### config.mk
export PLATFORM = sky130hd
export DESIGN_NAME = max_profit_k_transactions_unit
export DESIGN_NICKNAME = d
export VERILOG_FILES = /design/src/hdl/mpk_pkg.sv /design/src/hdl/mpk_ram.sv /design/src/hdl/max_profit_k_transactions_unit.sv
export SDC_FILE = /design/constraint.sdc
export NUM_CORES = 1
export LEC_CHECK = 0
export ABC_CLOCK_PERIOD_IN_PS = 13500
export BUFFER_PORTS_ARGS = -buffer_cell sky130_fd_sc_hd__buf_2
export CAP_MARGIN = 30
export CORE_UTILIZATION = 43
export DETAILED_ROUTE_END_ITERATION = 8
export SYNTH_ARGS = -nofsm -noshare
export SYNTH_HDL_FRONTEND = slang
export SYNTH_SLANG_ARGS = --single-unit
### constraint.sdc
create_clock -name i_clk -period 13.5 [get_ports i_clk]
set_input_delay 2.7 -clock i_clk [delete_from_list [all_inputs] [get_ports i_clk]]
set_output_delay 2.7 -clock i_clk [all_outputs]
set_load 0.02 [all_outputs]
### src/hdl/mpk_pkg.sv
// ----------------------------------------------------------------------------
// mpk_pkg
// Shared constants for the k-transaction best profit unit.
// ----------------------------------------------------------------------------
package mpk_pkg;

    localparam int PRICE_W   = 16;
    localparam int PROFIT_W  = 20;
    localparam int K_W       = 5;
    localparam int TDATA_IN  = 16;
    localparam int TDATA_OUT = 24;

    localparam logic [K_W-1:0]      K_RESET    = 5'd2;
    localparam logic [PROFIT_W-1:0] PROFIT_MAX = 20'hFFFFF;

endpackage

### src/hdl/mpk_ram.sv
// ----------------------------------------------------------------------------
// mpk_ram
// Generic single-clock RAM, one write port and one read port, registered read.
// ----------------------------------------------------------------------------
module mpk_ram #(
    parameter int WIDTH = 8,
    parameter int DEPTH = 16
) (
    input  logic                                      i_clk,
    input  logic                                      i_we,
    input  logic [(DEPTH > 1 ? $clog2(DEPTH) : 1)-1:0] i_waddr,
    input  logic [WIDTH-1:0]                          i_wdata,
    input  logic                                      i_re,
    input  logic [(DEPTH > 1 ? $clog2(DEPTH) : 1)-1:0] i_raddr,
    output logic [WIDTH-1:0]                          o_rdata
);

    logic [WIDTH-1:0] r_mem [DEPTH];

    always_ff @(posedge i_clk) begin
        if (i_we) begin
            r_mem[i_waddr] <= i_wdata;
        end
        if (i_re) begin
            o_rdata <= r_mem[i_raddr];
        end
    end

endmodule

### src/hdl/max_profit_k_transactions_unit.sv
// ----------------------------------------------------------------------------
// max_profit_k_transactions_unit
// Best profit with at most k buy-sell transactions over a price stream.
//
//  Channel   Dir  Fields (low bit first)            Handshake
//  s_axis    in   tdata: price[15:0]                tvalid/tready
//                 tuser: new_series
//  m_axis    out  tdata: best_profit[19:0], zeros   tvalid/tready
//  cfg       in   i_cfg_wdata: max_transactions     i_cfg_we, no wait
//
// Each item is swept through the state RAM one transaction entry at a time
// (read, update, write back), between its issue and its hand-off.
// Reset is synchronous; it clears the per-entry valid bits, so no RAM pass
// is needed. A new series clears the valid bits at once.
// A result waits in the output register; the next item is taken meanwhile,
// and only its hand-off stalls while the register is still full.
// ----------------------------------------------------------------------------
module max_profit_k_transactions_unit #(
    parameter int MAX_K = 16
) (
    input  logic                           i_clk,
    input  logic                           i_rst_n,
    input  logic                           s_axis_tvalid,
    output logic                           s_axis_tready,
    input  logic [mpk_pkg::TDATA_IN-1:0]   s_axis_tdata,   // price[15:0]
    input  logic                           s_axis_tuser,   // new_series
    output logic                           m_axis_tvalid,
    input  logic                           m_axis_tready,
    output logic [mpk_pkg::TDATA_OUT-1:0]  m_axis_tdata,   // best_profit[19:0], zeros
    input  logic                           i_cfg_we,
    input  logic [mpk_pkg::K_W-1:0]        i_cfg_wdata     // max_transactions
);

    import mpk_pkg::*;

    localparam int IdxW  = (MAX_K > 1) ? $clog2(MAX_K) : 1;
    localparam int FreeW = $clog2(MAX_K * 65535 + 1);
    localparam int HoldW = FreeW + 1;
    localparam int ExtW  = (FreeW > PROFIT_W) ? FreeW : PROFIT_W + 1;
    localparam int CmpW  = ($clog2(MAX_K + 1) > K_W) ? $clog2(MAX_K + 1) : K_W;
    localparam int RamW  = HoldW + FreeW;

    localparam logic [IdxW-1:0]  LastIdx    = IdxW'(MAX_K - 1);
    localparam logic [HoldW-1:0] NoPosition = HoldW'(-65536);

    localparam logic [1:0] ST_IDLE  = 2'd0;
    localparam logic [1:0] ST_SWEEP = 2'd1;
    localparam logic [1:0] ST_DONE  = 2'd2;

    logic [1:0]            r_state, n_state;
    logic [IdxW-1:0]       r_idx, n_idx;
    logic [K_W-1:0]        r_k;
    logic [PRICE_W-1:0]    r_price, n_price;
    logic                  r_kzero, n_kzero;
    logic [IdxW-1:0]       r_ksel, n_ksel;
    logic [FreeW-1:0]      r_prev_free, n_prev_free;
    logic [FreeW-1:0]      r_best, n_best;
    logic [MAX_K-1:0]      r_valid, n_valid;
    logic                  r_out_valid, n_out_valid;
    logic [PROFIT_W-1:0]   r_out_data, n_out_data;

    logic                  w_accept;
    logic                  w_re;
    logic [IdxW-1:0]       w_raddr;
    logic [RamW-1:0]       w_rdata;
    logic [RamW-1:0]       w_wdata;
    logic                  w_we;
    logic [HoldW-1:0]      w_hold_old, w_hold_new, w_buy, w_sell;
    logic [FreeW-1:0]      w_free_old, w_free_new;
    logic [CmpW-1:0]       w_k_ext;
    logic [ExtW-1:0]       w_best_ext;

    mpk_ram #(
        .WIDTH (RamW),
        .DEPTH (MAX_K)
    ) u_state_ram (
        .i_clk   (i_clk),
        .i_we    (w_we),
        .i_waddr (r_idx),
        .i_wdata (w_wdata),
        .i_re    (w_re),
        .i_raddr (w_raddr),
        .o_rdata (w_rdata)
    );

    assign s_axis_tready = (r_state == ST_IDLE);
    assign w_accept      = s_axis_tvalid && s_axis_tready;
    assign m_axis_tvalid = r_out_valid;
    assign m_axis_tdata  = {{(TDATA_OUT - PROFIT_W){1'b0}}, r_out_data};

    always_comb begin
        if (r_valid[r_idx]) begin
            w_hold_old = w_rdata[RamW-1:FreeW];
            w_free_old = w_rdata[FreeW-1:0];
        end else begin
            w_hold_old = NoPosition;
            w_free_old = '0;
        end
        w_buy      = HoldW'(r_prev_free) - HoldW'(r_price);
        w_hold_new = ($signed(w_buy) > $signed(w_hold_old)) ? w_buy : w_hold_old;
        w_sell     = w_hold_new + HoldW'(r_price);
        w_free_new = ($signed(w_sell) > $signed(HoldW'(w_free_old)))
                     ? w_sell[FreeW-1:0] : w_free_old;
        w_wdata    = {w_hold_new, w_free_new};
        w_we       = (r_state == ST_SWEEP);
        w_k_ext    = CmpW'(r_k);
        w_best_ext = ExtW'(r_best);
    end

    always_comb begin
        w_re    = 1'b0;
        w_raddr = '0;
        if (w_accept) begin
            w_re = 1'b1;
        end else if (r_state == ST_SWEEP && r_idx != LastIdx) begin
            w_re    = 1'b1;
            w_raddr = r_idx + 1'b1;
        end
    end

    always_comb begin
        n_state     = r_state;
        n_idx       = r_idx;
        n_price     = r_price;
        n_kzero     = r_kzero;
        n_ksel      = r_ksel;
        n_prev_free = r_prev_free;
        n_best      = r_best;
        n_valid     = r_valid;
        n_out_valid = r_out_valid;
        n_out_data  = r_out_data;

        if (r_out_valid && m_axis_tready) begin
            n_out_valid = 1'b0;
        end

        unique case (r_state)
            ST_IDLE: begin
                if (w_accept) begin
                    n_state     = ST_SWEEP;
                    n_idx       = '0;
                    n_price     = s_axis_tdata[PRICE_W-1:0];
                    n_prev_free = '0;
                    n_best      = '0;
                    n_kzero     = (r_k == '0);
                    if (w_k_ext > CmpW'(MAX_K)) begin
                        n_ksel = LastIdx;
                    end else begin
                        n_ksel = IdxW'(w_k_ext - 1'b1);
                    end
                    if (s_axis_tuser) begin
                        n_valid = '0;
                    end
                end
            end
            ST_SWEEP: begin
                n_valid[r_idx] = 1'b1;
                n_prev_free    = w_free_new;
                if (!r_kzero && r_idx == r_ksel) begin
                    n_best = w_free_new;
                end
                if (r_idx == LastIdx) begin
                    n_state = ST_DONE;
                end else begin
                    n_idx = r_idx + 1'b1;
                end
            end
            ST_DONE: begin
                if (!r_out_valid || m_axis_tready) begin
                    n_out_valid = 1'b1;
                    n_out_data  = (w_best_ext > ExtW'(PROFIT_MAX))
                                  ? PROFIT_MAX : w_best_ext[PROFIT_W-1:0];
                    n_state     = ST_IDLE;
                end
            end
            default: begin
                n_state = ST_IDLE;
            end
        endcase
    end

    always_ff @(posedge i_clk) begin
        if (!i_rst_n) begin
            r_state     <= ST_IDLE;
            r_valid     <= '0;
            r_out_valid <= 1'b0;
            r_k         <= K_RESET;
        end else begin
            r_state     <= n_state;
            r_valid     <= n_valid;
            r_out_valid <= n_out_valid;
            if (i_cfg_we) begin
                r_k <= i_cfg_wdata;
            end
        end
    end

    always_ff @(posedge i_clk) begin
        r_idx       <= n_idx;
        r_price     <= n_price;
        r_kzero     <= n_kzero;
        r_ksel      <= n_ksel;
        r_prev_free <= n_prev_free;
        r_best      <= n_best;
        r_out_data  <= n_out_data;
    end

    a_accept_starts_sweep: assert property (@(posedge i_clk) disable iff (!i_rst_n)
        w_accept |=> (r_state == ST_SWEEP) && (r_idx == '0))
        else $error("accepted item did not start a sweep at entry zero");

    a_sweep_ends: assert property (@(posedge i_clk) disable iff (!i_rst_n)
        (r_state == ST_SWEEP) && (r_idx == LastIdx) |=> (r_state == ST_DONE))
        else $error("sweep did not finish after the last entry");

    a_done_hands_off: assert property (@(posedge i_clk) disable iff (!i_rst_n)
        (r_state == ST_DONE) && (!r_out_valid || m_axis_tready)
        |=> m_axis_tvalid && (r_state == ST_IDLE))
        else $error("finished result was not loaded into the output register");

    a_entry_written_valid: assert property (@(posedge i_clk) disable iff (!i_rst_n)
        (r_state == ST_SWEEP) |=> r_valid[$past(r_idx)])
        else $error("swept entry was not marked valid");

endmodule

==> results of run 1 <==
cell type report:
cell class / count / area share
clock buffer: 110 / 0.0571
clock inverter: 35 / 0.0109
inverter: 63 / 0.00608
multi-input combinational: 1749 / 0.257
sequential: 806 / 0.616
tap: 1050 / 0.0338
timing repair buffer: 105 / 0.0190
cell families after synthesis:
logic type / Yosys count / synth area share
xor gates and xnor gates: 35 / 0.00924
other: 1 / 0.000108
and+or+nand+nor: 1195 / 0.149
DFF: 806 / 0.689
muxes: 26 / 0.0102
adders and majority gates: 79 / 0.0288
buffers and inverters: 256 / 0.0289
AOI/OAI and AO/OA: 410 / 0.0849
worst max-delay path, delay by kind of cell, from the launching register on:
kind	cells	cell delay, ns
adders and majority gates	3	1.10
AOI/OAI and AO/OA	7	1.99
xor gates and xnor gates	1	0.32
muxes	4	2.64
buffers and inverters	3	0.93
DFF	1	0.77
and+or+nand+nor	11	2.59
sequential cells by signal, indices dropped and copies added, names as in the netlist:
| name | cells |
|---|---|
| r_state | 2 |
| r_idx | 4 |
| r_best | 20 |
| r_ksel | 4 |
| r_price | 16 |
| r_k | 5 |
| r_valid | 16 |
| r_kzero | 1 |
| r_out_data | 20 |
| m_axis_tvalid | 1 |
| r_prev_free | 20 |
| u_state_ram.o_rdata | 41 |
| u_state_ram.r_mem | 656 |
through the flow:
step / utilization / instances / worst slack [ns]
after floorplan: - / 2811 / 4.05
after global placement: 0.454 / 3758 / 3.19
after detailed placement: 0.455 / 3763 / 2.84
after CTS: 0.488 / 3908 / 2.79
after global routing: 0.489 / 3918 / 2.12
final: 0.489 / 3918 / 2.73
worst max-delay path by stage:
| stage | from | end | slack (ns) | cells past startpoint |
|---|---|---|---|---|
| finish | r_idx[3] | u_state_ram.r_mem[7][16] | 2.73 | 29 |
| global route | r_idx[3] | u_state_ram.r_mem[7][16] | 2.12 | 31 |
| CTS | r_idx[1] | u_state_ram.r_mem[5][10] | 2.79 | 29 |
| detailed placement | r_idx[1] | u_state_ram.r_mem[15][10] | 2.84 | 29 |
| global placement | r_idx[1] | u_state_ram.r_mem[12][3] | 3.19 | 30 |
| floorplan | r_price[1] | u_state_ram.r_mem[0][19] | 4.05 | 37 |
Yosys cell counts, drive strengths merged (2+ instances only):
master   number  area (µm²)
edfxtp      782       23500
nand2       750        2830
nand3       196         981
clkbuf      166         624
a311oi      124        1090
a21oi        87         435
and3         87         544
nor2         78         300
ha           77         963
inv          63         236
a31oi        59         369
o21ai        43         219
buf          27         145
xnor2        26         243
dfxtp        24         480
nand2b       24         153
o31ai        21         188
mux2i        18         204
nand4        16         100
nor3         13        65.1
nor2b        12        82.6
o21a         12        90.1
o211ai       10        85.1
and2          9        56.3
xor2          9        78.8
a211oi        8        60.1
a21o          8        60.1
o21bai        6        45.0
a2111oi       5        56.3
a31o          5        43.8
mux4          5         113
mux2          3        37.5
nand3b        3        22.5
o311ai        3        33.8
o41ai         3        45.1
a2111o        2        22.5
a22oi         2        15.0
and4          2        17.5
fa            2        40.0
o221ai        2        17.5
o22ai         2        12.5
o31a          2        17.5
or4           2        15.0
power by group:
group,internal (W),leakage [nW],switching [W]
Sequential,0.00436,7.40,0.0000990
Combinational,0.00114,4.99,0.00299
Clock,0.00134,1.27,0.000914
Total,0.00684,13.7,0.00400
metal layers:
metal,global-route usage,vias up
met1,0.309,11300
met3,0.0293,121
met2,0.367,775
met5,0,-
met4,0.0630,0
li1,-,10300
==> metrics.txt, run 1 <==
Final Hold Viols 0; WHS approximately 0.42 ns; Design Area, Final between 30000 and 40000 µm²; WS Path Type flip-flop to flip-flop; CTS sink count between 800 and 900; CTS H-tree lvls 3; hold path endpoint r_out_data[5]; Worst Path Max Fanout 35; GPL Wtd Cong between 0.9 and 1; Synth cell types 76; maximum clock path buffer count 3; Critical Path RT between 10 and 15 ns; WP data arrival around 11 ns; Worst Hold Class flip-flop to flip-flop; Fill cells 6831; met1 wire length slightly above 40000 µm; final setup fails 0; port bufs 48; Worst-path clk slew 0.06 ns; Synth Cell Area 34800 µm²; drt wl/cell 23.6 µm; 1st-iter DRT viols 2234; Die W approximately 290 µm; Reg area 24000 µm²; fin crit period between 10 and 15 ns; total wire length about 93000 µm; endpoint of the worst register-to-register path u_state_ram.r_mem[7][16]; # DRC 0; FFs w/ async S/R, synth 0; Slew HR 0.232; RSZ-0062 raised after global routing no; launching point of the worst reg2reg path r_idx[3]; min-delay src r_best[5]; post-CTS setup repair buffer count 0; layout cell share with drive strength beyond 1 0.0955; slowest CP cell mux2i_1; DPL Wire Length 49700 µm; Routed Antenna Nets 0; Die Footprint just over 80000 µm²; Root Buffer clkbuf_16; worst clock skew a little over 0.02 ns; crit path capture type flip-flop; Max Freq ~93 MHz; Antenna Diode Count 0; CTS buffer count roughly 80; worst r2r path cells 29; core box area 79500 µm²; Pre-antenna DRT Iters 8; met2 routed WL 44400 µm; hold buffer count at CTS 0; largest net degree at the start of global routing 149; setup TNS 0 ns; metal3 WL ~5800 µm; Max Used Layer met4; commonest non-fill, non-tap cell in the layout edfxtp_1; VDD IR max approximately 0.00026 V; TritonCTS clock tree built; max-cap violation count 0; Critical Path Source Type flip-flop; yosys warns 0; Clock Latency Late Sink ~0.62 ns; Initial Util 0.438; number of synthesized register bits approximately 800; commonest non-fill, non-tap cells in the layout edfxtp_1 (782), nand2_1 (744), nand3_1 (196); hold path cells 0; pwr/cell area approximately 280 nW/µm²; nets around 3000; Cells after Synth 2808; GRT overflow 0; fin. max-slew vios 0; DP Area 36200 µm²; Via density about 5.8; first-pass GRT wire length between 100000 and 150000 µm; Final period util 0.798; ys flop type edfxtp_1; syn avg cell area about 12 µm²; row cnt 103; PnR Total Power about 0.011 W; all-layer global routing usage 0.223; I/O pin total 53; vias post-DR around 23000; Post-synth EDFFs a little under 800; status completed; initial antenna violation count 1; vias in the first global route between 20000 and 25000; synthesis-to-finish area growth 11.8%; Seq/Total Area, Yosys 0.689; Lkg Pwr roughly 14 nW; multi-input logic area between 9000 and 10000 µm²; CP max stage delay around 0.92 ns; Die Ht 286 µm; worst-margin pin slew around 1.1 ns; # resized after CTS 0; R2R setup slack between 2 and 3 ns
Note: power is estimated with default switching activity, not from simulation.
==> run 2, diff against run 1 <==
- ABC_CLOCK_PERIOD_IN_PS: 13500 -> 10200
- clock period: 13.5 -> 10.2 ns (I/O delays scaled with it)
==> run 2 against run 1 <==
Effect of this change: maximum frequency rose by 13%; largest power group is now combinational cells; combinational power grew 46%; clock skew down 0.0015 ns; highest routed layer unchanged; clock-buffer cell count is 4 higher; hold slack better by 0.014 ns.
==> metrics.txt, run 2 (synthesis results as in run 1) <==
WP buf/inv 4; Final period util 0.934; Critical Path RT about 11 ns; 1st-iter DRT viols ~2200; met2 Track Usage GR 0.358; # DRC 0; initial antenna violation count 3; DPL Wire Length between 50000 and 60000 µm; WP data arrival roughly 10 ns; Most Crowded Layer GR met2; PnR Total Power roughly 0.015 W; Root Buffer clkbuf_16; worst clock skew 0.0193 ns; Reg with most FFs u_state_ram.r_mem; total wire length ~93000 µm; Die Ht 286 µm; CTS buffer count about 80; GPL Wtd Cong around 0.95; I/O pin total 53; Worst Hold Class flip-flop to flip-flop; TritonCTS clock tree built; RSZ-0062 raised after global routing no; WS Path Type flip-flop to flip-flop; drt wl/cell approximately 23 µm; Lkg Pwr about 14 nW; port bufs 48; Worst-path clk slew ~0.060 ns; status completed; layout cell share with drive strength beyond 1 0.108; Via density a little under 6; WHS 0.431 ns; max FFs per register around 660; DP Area roughly 36000 µm²; setup TNS 0 ns; vias post-DR around 23000; Initial Util 0.438; nets approximately 2900; commonest non-fill, non-tap cell in the layout edfxtp_1; Slew HR 0.240; CP max stage delay ~0.53 ns; CTS H-tree lvls 3; CP most frequent cell ha_1; vias in the first global route ~22000; VDD IR max 0.000266 V; Worst Path Max Fanout 35; Fill cells roughly 6700; Top Registers u_state_ram.r_mem: 656 flops, u_state_ram.o_rdata: 41 flops; Pre-antenna DRT Iters 5; Final Hold Viols 0; Placed Instances 3783; GRT overflow 0; max-cap violation count 0; Clock Latency Late Sink between 0.6 and 0.7 ns; crit-path leading delay family simple AND/OR/NAND/NOR gates; slowest CP cell ha_1; Design Area, Final a little under 40000 µm²; crit path capture type flip-flop; synthesis-to-finish area growth 12.6%; GR Layer Usage met1 0.308; final setup fails 0; maximum clock path buffer count 3; Max Freq around 110 MHz; Critical Path Source Type flip-flop; pwr/cell area 378 nW/µm²; largest net degree at the start of global routing roughly 190; all-layer global routing usage 0.223; fin crit period 9.52 ns; Die W approximately 290 µm; met3 GRT Util 0.0372; row cnt 103; Routed Antenna Nets 0; Finished Layout Cells 3938; first-pass GRT wire length around 140000 µm; fin. max-slew vios 0; commonest non-fill, non-tap cells in the layout edfxtp_1 (782), nand2_1 (743), nand3_1 (196); worst-margin pin slew ~1.1 ns; core box area between 70000 and 80000 µm²; CTS sink count 806; Die Footprint roughly 80000 µm²
-- run 2: worst paths after layout --
check | start | end | slack [ns] | depth (start not counted)
worst max-delay path | r_price[6] | u_state_ram.r_mem[7][2] | 0.68 | 34
worst min-delay path | r_best[13] | r_out_data[13] | 0.43 | 0
worst max register to register | r_price[6] | u_state_ram.r_mem[7][2] | 0.68 | 34
worst min register to register | r_best[13] | r_out_data[13] | 0.43 | 0
-- run 2: area by class of cell --
type                            count  area, µm²  share of cell area
Inverter                           63        236             0.00604
Antenna cell                        1       2.50           0.0000639
Clock buffer                      114       2280              0.0581
Multi-Input combinational cell   1749      10100               0.259
Clock inverter                     27        317             0.00808
Tap cell                         1050       1310              0.0335
Timing Repair Buffer              128        930              0.0237
Sequential cell                   806      24000               0.612
-- run 2: metrics by stage --
stage,util,setup slack [ns]
final,0.493,0.677
after global routing,0.493,0.0294
after CTS,0.490,0.0415
after detailed placement,0.457,0.119
after global placement,0.456,0.454
after floorplan,-,0.746
-- run 2: worst register-to-register path: cells and delay by family (launching register included) --
kind,cells,cell delay [ns]
adders and majority gates,4,1.62
buffers and inverters,4,0.74
muxes,2,0.89
DFF,1,0.39
AOI/OAI and AO/OA,10,2.67
and+or+nand+nor,12,2.77
xor gates and xnor gates,2,0.31
-- run 2: report_power, final --
group | switching (W) | internal, W
sequential | 0.000124 | 0.00575
clock | 0.00120 | 0.00173
combinational | 0.00411 | 0.00190
-- run 2: per-layer routing --
metal  routed length [µm]  share of wire
met1                39400           0.43
met2                43600           0.47
met3                 7090          0.077
met4                 2450          0.026
met5                    0              0
-- run 2: timing repair --
item                                    in CTS  in global routing
resized for setup                            0                 25
setup buffers                                0                  8
hold buffers                                 0                  0
endpoints found under the setup margin       0                352
